File: config.mk
export PLATFORM = sky130hd
export DESIGN_NAME = rgb_to_hsl_converter_unit
export DESIGN_NICKNAME = d
export VERILOG_FILES = /design/src/hw/rtl/rgbhsl_pkg.sv /design/src/hw/rtl/rgb_to_hsl_converter_unit.sv
export SDC_FILE = /design/constraint.sdc
export NUM_CORES = 1
export LEC_CHECK = 0
export ABC_AREA = 1
export ABC_CLOCK_PERIOD_IN_PS = 8100
export BUFFER_PORTS_ARGS = -buffer_cell sky130_fd_sc_hd__clkbuf_2
export CORE_ASPECT_RATIO = 1.75
export CORE_UTILIZATION = 59
export DETAILED_ROUTE_END_ITERATION = 6
export PLACE_DENSITY = 0.79
export SETUP_SLACK_MARGIN = 0.4
export SLEW_MARGIN = 5
export SYNTH_ARGS = -nofsm -noshare
export SYNTH_HDL_FRONTEND = slang
export SYNTH_SLANG_ARGS = --single-unit
File: constraint.sdc
create_clock -name clk -period 8.1 [get_ports clk]
set_input_delay 2.025 -clock clk [delete_from_list [all_inputs] [get_ports clk]]
set_output_delay 2.025 -clock clk [all_outputs]
set_load 0.05 [all_outputs]
File: src/hw/rtl/rgbhsl_pkg.sv
// Types and constants shared by the RGB to HSL converter.
`timescale 1ns / 1ps

package rgbhsl_pkg;

	localparam int unsigned CHAN_W  = 8;
	localparam int unsigned HUE_W   = 9;
	localparam int unsigned PCT_W   = 7;
	localparam int unsigned SUM_W   = CHAN_W + 1;
	localparam int unsigned HNUM_W  = 17;
	localparam int unsigned SNUM_W  = 15;
	localparam int unsigned STEPS   = 3;

	typedef struct packed {
		logic [CHAN_W-1:0] red;
		logic [CHAN_W-1:0] green;
		logic [CHAN_W-1:0] blue;
	} pixel_t;

	typedef struct packed {
		logic [HUE_W-1:0] hue;
		logic [PCT_W-1:0] saturation;
		logic [PCT_W-1:0] lightness;
	} hsl_t;

	typedef enum logic [1:0] {
		MAX_RED   = 2'd0,
		MAX_GREEN = 2'd1,
		MAX_BLUE  = 2'd2
	} max_sel_t;

	typedef struct packed {
		logic [HNUM_W-1:0] rem;
		logic [HUE_W-1:0]  q;
	} hdiv_t;

	typedef struct packed {
		logic [SNUM_W-1:0] rem;
		logic [PCT_W-1:0]  q;
	} sdiv_t;

endpackage

File: src/hw/rtl/rgb_to_hsl_converter_unit.sv
// Pipelined RGB to HSL converter, top level.
`timescale 1ns / 1ps

// Converts one 8-bit RGB pixel per clock into hue (degrees, 0..359) and
// saturation and lightness (percent, 0..100), all truncated. Throughput is
// one beat per cycle while the output is not stalled. Stage 1 finds max/min
// and the dominant channel, stage 2 forms the exact numerators and
// denominators (lightness divides by 255 with a reciprocal trick), stages 3
// to 5 are a restoring divider that resolves three quotient bits of hue and
// up to three of saturation per stage.
// Bubbles collapse; the pipeline only stalls its input when every stage
// holds a beat and the output is stalled.
module rgb_to_hsl_converter_unit (
	input  logic               clk,
	input  logic               arst_n,
	input  logic               pixel_valid,
	output logic               pixel_stall,
	input  rgbhsl_pkg::pixel_t pixel,
	output logic               hsl_valid,
	input  logic               hsl_stall,
	output rgbhsl_pkg::hsl_t   hsl
);

	function automatic rgbhsl_pkg::hdiv_t hue_steps(rgbhsl_pkg::hdiv_t x,
			logic [rgbhsl_pkg::CHAN_W-1:0] den, int hi);
		rgbhsl_pkg::hdiv_t y;
		logic [rgbhsl_pkg::HNUM_W-1:0] dsh;
		y = x;
		for (int i = 0; i < rgbhsl_pkg::STEPS; i++) begin
			dsh = rgbhsl_pkg::HNUM_W'(den) << (hi - i);
			if (y.rem >= dsh) begin
				y.rem = y.rem - dsh;
				y.q[hi-i] = 1'b1;
			end
		end
		return y;
	endfunction

	function automatic rgbhsl_pkg::sdiv_t sat_steps(rgbhsl_pkg::sdiv_t x,
			logic [rgbhsl_pkg::CHAN_W-1:0] den, int hi, int n);
		rgbhsl_pkg::sdiv_t y;
		logic [rgbhsl_pkg::SNUM_W-1:0] dsh;
		y = x;
		for (int i = 0; i < rgbhsl_pkg::STEPS; i++) begin
			if (i < n) begin
				dsh = rgbhsl_pkg::SNUM_W'(den) << (hi - i);
				if (y.rem >= dsh) begin
					y.rem = y.rem - dsh;
					y.q[hi-i] = 1'b1;
				end
			end
		end
		return y;
	endfunction

	logic rdy1, rdy2, rdy3, rdy4, rdy5;
	logic v_s1, v_s2, v_s3, v_s4, v_s5;

	// stage 1
	logic [rgbhsl_pkg::CHAN_W-1:0] mx, mn;
	rgbhsl_pkg::max_sel_t          sel;
	logic signed [rgbhsl_pkg::SUM_W-1:0] diff;

	logic [rgbhsl_pkg::CHAN_W-1:0]       d_s1;
	logic [rgbhsl_pkg::SUM_W-1:0]        s_s1;
	rgbhsl_pkg::max_sel_t                sel_s1;
	logic signed [rgbhsl_pkg::SUM_W-1:0] diff_s1;

	// stage 2
	logic signed [18:0]                dd, df60, hn;
	logic [rgbhsl_pkg::SNUM_W-1:0]     lx, lsum;
	logic [rgbhsl_pkg::CHAN_W-1:0]     sden;

	rgbhsl_pkg::hdiv_t              h_s2;
	rgbhsl_pkg::sdiv_t              sd_s2;
	logic [rgbhsl_pkg::CHAN_W-1:0]  hden_s2, sden_s2;
	logic [rgbhsl_pkg::PCT_W-1:0]   light_s2;
	logic                           gray_s2;

	// divider stages
	rgbhsl_pkg::hdiv_t              h_s3, h_s4, h_s5;
	rgbhsl_pkg::sdiv_t              sd_s3, sd_s4, sd_s5;
	logic [rgbhsl_pkg::CHAN_W-1:0]  hden_s3, sden_s3, hden_s4, sden_s4;
	logic [rgbhsl_pkg::PCT_W-1:0]   light_s3, light_s4, light_s5;
	logic                           gray_s3, gray_s4, gray_s5;

	assign rdy5 = !v_s5 || !hsl_stall;
	assign rdy4 = !v_s4 || rdy5;
	assign rdy3 = !v_s3 || rdy4;
	assign rdy2 = !v_s2 || rdy3;
	assign rdy1 = !v_s1 || rdy2;
	assign pixel_stall = !rdy1;

	always_comb begin
		mx = (pixel.red > pixel.green) ? pixel.red : pixel.green;
		mx = (mx > pixel.blue) ? mx : pixel.blue;
		mn = (pixel.red < pixel.green) ? pixel.red : pixel.green;
		mn = (mn < pixel.blue) ? mn : pixel.blue;
		if (pixel.red == mx) begin
			sel  = rgbhsl_pkg::MAX_RED;
			diff = signed'({1'b0, pixel.green}) - signed'({1'b0, pixel.blue});
		end else if (pixel.green == mx) begin
			sel  = rgbhsl_pkg::MAX_GREEN;
			diff = signed'({1'b0, pixel.blue}) - signed'({1'b0, pixel.red});
		end else begin
			sel  = rgbhsl_pkg::MAX_BLUE;
			diff = signed'({1'b0, pixel.red}) - signed'({1'b0, pixel.green});
		end
	end

	always_comb begin
		dd   = signed'({11'd0, d_s1});
		df60 = signed'({{10{diff_s1[rgbhsl_pkg::SUM_W-1]}}, diff_s1}) * 19'sd60;
		case (sel_s1)
			rgbhsl_pkg::MAX_RED: begin
				hn = df60;
				if (hn < 0) begin
					hn = hn + dd * 19'sd360;
				end
			end
			rgbhsl_pkg::MAX_GREEN: hn = dd * 19'sd120 + df60;
			rgbhsl_pkg::MAX_BLUE:  hn = dd * 19'sd240 + df60;
			default:               hn = '0;
		endcase
		sden = (s_s1 < rgbhsl_pkg::SUM_W'(255)) ? s_s1[rgbhsl_pkg::CHAN_W-1:0]
			: rgbhsl_pkg::CHAN_W'(rgbhsl_pkg::SUM_W'(510) - s_s1);
		// floor(x/255) = (x + 1 + (x >> 8)) >> 8 over this range
		lx   = rgbhsl_pkg::SNUM_W'(s_s1) * rgbhsl_pkg::SNUM_W'(50);
		lsum = lx + rgbhsl_pkg::SNUM_W'(1) + (lx >> 8);
	end

	always_ff @(posedge clk or negedge arst_n) begin
		if (!arst_n) begin
			v_s1 <= 1'b0;
			v_s2 <= 1'b0;
			v_s3 <= 1'b0;
			v_s4 <= 1'b0;
			v_s5 <= 1'b0;
		end else begin
			if (rdy1) begin
				v_s1 <= pixel_valid;
			end
			if (rdy2) begin
				v_s2 <= v_s1;
			end
			if (rdy3) begin
				v_s3 <= v_s2;
			end
			if (rdy4) begin
				v_s4 <= v_s3;
			end
			if (rdy5) begin
				v_s5 <= v_s4;
			end
		end
	end

	always_ff @(posedge clk) begin
		if (rdy1) begin
			d_s1    <= mx - mn;
			s_s1    <= rgbhsl_pkg::SUM_W'(mx) + rgbhsl_pkg::SUM_W'(mn);
			sel_s1  <= sel;
			diff_s1 <= diff;
		end
		if (rdy2) begin
			h_s2.rem  <= hn[rgbhsl_pkg::HNUM_W-1:0];
			h_s2.q    <= '0;
			sd_s2.rem <= rgbhsl_pkg::SNUM_W'(d_s1) * rgbhsl_pkg::SNUM_W'(100);
			sd_s2.q   <= '0;
			hden_s2   <= d_s1;
			sden_s2   <= sden;
			light_s2  <= lsum[rgbhsl_pkg::SNUM_W-1:8];
			gray_s2   <= (d_s1 == '0);
		end
		if (rdy3) begin
			h_s3     <= hue_steps(h_s2, hden_s2, 8);
			sd_s3    <= sat_steps(sd_s2, sden_s2, 6, 3);
			hden_s3  <= hden_s2;
			sden_s3  <= sden_s2;
			light_s3 <= light_s2;
			gray_s3  <= gray_s2;
		end
		if (rdy4) begin
			h_s4     <= hue_steps(h_s3, hden_s3, 5);
			sd_s4    <= sat_steps(sd_s3, sden_s3, 3, 3);
			hden_s4  <= hden_s3;
			sden_s4  <= sden_s3;
			light_s4 <= light_s3;
			gray_s4  <= gray_s3;
		end
		if (rdy5) begin
			h_s5     <= hue_steps(h_s4, hden_s4, 2);
			sd_s5    <= sat_steps(sd_s4, sden_s4, 0, 1);
			light_s5 <= light_s4;
			gray_s5  <= gray_s4;
		end
	end

	// gray pixels: hue and saturation forced to zero
	assign hsl_valid      = v_s5;
	assign hsl.hue        = gray_s5 ? '0 : h_s5.q;
	assign hsl.saturation = gray_s5 ? '0 : sd_s5.q;
	assign hsl.lightness  = light_s5;

`ifndef SYNTHESIS
	a_hue_range: assert property (@(posedge clk) disable iff (!arst_n)
		hsl_valid |-> hsl.hue < rgbhsl_pkg::HUE_W'(360))
		else $error("hue out of range");

	a_pct_range: assert property (@(posedge clk) disable iff (!arst_n)
		hsl_valid |-> (hsl.saturation <= rgbhsl_pkg::PCT_W'(100))
			&& (hsl.lightness <= rgbhsl_pkg::PCT_W'(100)))
		else $error("percent out of range");

	a_stall_full: assert property (@(posedge clk) disable iff (!arst_n)
		pixel_stall |-> v_s1 && v_s2 && v_s3 && v_s4 && hsl_valid && hsl_stall)
		else $error("input stalled with a bubble in the pipeline");

	a_hue_rem: assert property (@(posedge clk) disable iff (!arst_n)
		v_s5 && !gray_s5 |-> h_s5.rem < rgbhsl_pkg::HNUM_W'($past(hden_s4)) ||
			$past(!rdy5))
		else $error("hue divider remainder not reduced");
`endif

endmodule

==> metrics.txt <==
initial antenna violation count=0; R2R setup slack=1.12 ns; starting density of the core=0.5957; synth top area cells=edfxtp_1 26%, ha_1 18%, nand2_1 10%; Yosys cell types=62; Yosys top cell area share=0.2640; total grt overflow=0; ys async rst share=0.02242; Warnings, synthesis=0; share of cells above drive strength 1=0.07747; Port Buffers=52; core box area=41,620 um2; via count of the routed design=21,370; Max Cap Viol=0; CP arrival=7.28 ns; Worst Hold Class=reg -> reg; clock-pin slew on the worst setup and hold paths=0.07 ns; Syn Nets=3,614; CP endpoint kind=register; Min-Delay Startpoint=sd_s3[6]; list of most frequent post-synthesis cells=691 x nand2_1, 518 x inv_1, 348 x ha_1; slew of the pin with the lowest slew margin=1.426 ns; Via density=5.613; post-synth top area cell=edfxtp_1; Root Driver=clkbuf_16; most used cell, CP=nand2_1; post-synthesis average cell area=7.814 um2; EDFF count, synth=218; top-count cell post-synth=nand2_1; Cells after Synth=3,173; worst endpoint required time=8.40 ns; CTS tree=built; die width=157.0 um; Worst Setup Path Type=reg -> reg; CTS Buffer Depth=3; Fmax achieved=0.1432 GHz; # rows=99; Routed Antenna Nets=0; fillers=3,522; DRT iter0 DRCs=1,041; final RePlAce weighted congestion=0.9507; CP max stage cell=edfxtp_1; RSZ-0062 raised after global routing=no; Primary FF master, synth=edfxtp_1; Area Overhead vs Synth=6.989%; Final Hold Fails=0; Die H=273.2 um; vias in the first global route=22,230; I/O pin cnt=53; first-pass GRT wire length=101.5 mm; DR DRC count=0; worst reg2reg startpoint=hden_s3[0]; RR Endpoint=h_s4[16]; Detailed Routing Iterations Pass 1=5; largest net degree at the start of global routing=66; setup TNS=0 ns; final worst path period need=6.981 ns; fin crit share=0.8619; WHS Endpoint=sd_s4[6]; routed len/inst=16.66 um; GRT Total Usage=0.3020; max_slew headroom=0.04710; Worst-Skew Late Latency=0.55 ns; outcome=complete, no violations; Final setup viols=0; nets@finish=3,677; CTS Hold Buffers Added=0; Final Max Slew Viols=0; reg2reg path depth=39; sequential fraction of the synthesis area=0.2691; flip-flop and latch count after synthesis=223; Mapped Area=24,800 um2; clk sinks=223; final WL=63.45 mm; clk_skew=0.01303 ns; WHS Path Cells=0; CP Max Fanout=14; antenna cells=0; Worst setup SP type=register; Largest stage delay, worst path=0.52 ns; DP HPWL=53.25 mm; die area=42,880 um2; htree depth=1; CTS Buf Count=23
-- worst max-delay path by stage --
stage / slack, ns / endpoint / start
after floorplan: 0.34 / pixel_stall / hsl_stall
after global placement: 1.08 / h_s4[21] / hden_s3[0]
after detailed placement: 0.96 / h_s4[24] / hden_s3[0]
after CTS: 0.93 / h_s4[24] / hden_s3[0]
after global routing: 0.58 / h_s4[15] / hden_s3[0]
final: 1.12 / h_s4[16] / hden_s3[0]
-- critical path: cells and delay by family (launching register included) --
family,cells,cell delay (ns)
and+or+nand+nor,22,2.40
AOI/OAI and AO/OA,7,1.36
DFF,1,0.52
buffers and inverters,6,0.94
adders and majority gates,4,1.48
-- per-layer routing --
layer	global-route usage	wire, um
met5	0	0
met4	0.2815	6261
met3	0.02692	1747
met2	0.6129	35320
met1	0.2428	20110
-- registers in the layout (all words and copies together), names as in the netlist, 8 cells and up --
| name | flops |
|---|---|
| h_s3 | 18 |
| diff_s1 | 9 |
| sd_s4 | 20 |
| hden_s4 | 8 |
| s_s1 | 8 |
| h_s4 | 21 |
| hden_s2 | 8 |
| h_s5 | 9 |
| hden_s3 | 8 |
| sd_s3 | 14 |
| d_s1 | 8 |
| sd_s2 | 10 |
| h_s2 | 15 |
-- final cells by class --
cell class | count | area [um2] | share of cell area
flip-flops and latches | 223 | 6671 | 0.2515
inverters | 547 | 2068 | 0.07796
multi-input cells | 2376 | 15930 | 0.6006
clock inverters | 17 | 192.7 | 0.007263
well taps | 555 | 694.4 | 0.02618
repair buffers | 65 | 385.4 | 0.01453
clock buffers | 25 | 583.1 | 0.02198
-- metrics by stage --
step,hold WS [ns],setup slack [ns],cells,instance area [um2],util
2_1_floorplan,0.4003,0.3363,3173,24850,-
3_3_place_gp,0.4004,1.082,3760,25690,0.6174
3_5_place_dp,0.4045,0.9622,3760,25690,0.6174
4_1_cts,0.4185,0.9320,3802,26470,0.6360
5_1_grt,0.4337,0.5838,3808,26530,0.6374
6_report,0.4198,1.119,3808,26530,0.6374
-- kinds of logic after synthesis --
family,count (synthesis),synth area share
AND/OR/NAND/NOR,1257,0.2261
buffers and inverters,574,0.09028
AO/OA/AOI/OAI,518,0.1201
adder cells (fa/ha/maj),413,0.2281
flip-flops,223,0.2691
XOR/XNOR,185,0.06535
multiplexers,2,0.0009082
other,1,0.0001512
-- cells in the final DEF (no fill, tap or decap), drive strengths merged, types with 6 or more instances in the layout --
cell type,count
ha,348
xor2,116
o31ai,8
a211oi,7
o21ai,192
a21o,10
a21oi,225
nand4,37
clkinv,13
o2111ai,7
o221ai,7
nand2,722
o211ai,22
edfxtp,218
fa,65
inv,544
nand3b,10
buf,14
a31oi,7
nor2,233
nor3,30
xnor2,69
nor4,11
o21a,6
o21bai,18
or2,13
nand3,199
clkbuf,76
-- what timing repair did --
action | 4_1_cts | 5_1_grt
endpoints found under the setup margin | 0 | 6
buffers inserted | 0 | 6
gates resized for setup | 0 | 1
Power is not shown: default switching activity piles up to over one toggle a cycle in this logic, so the estimate is an artifact.
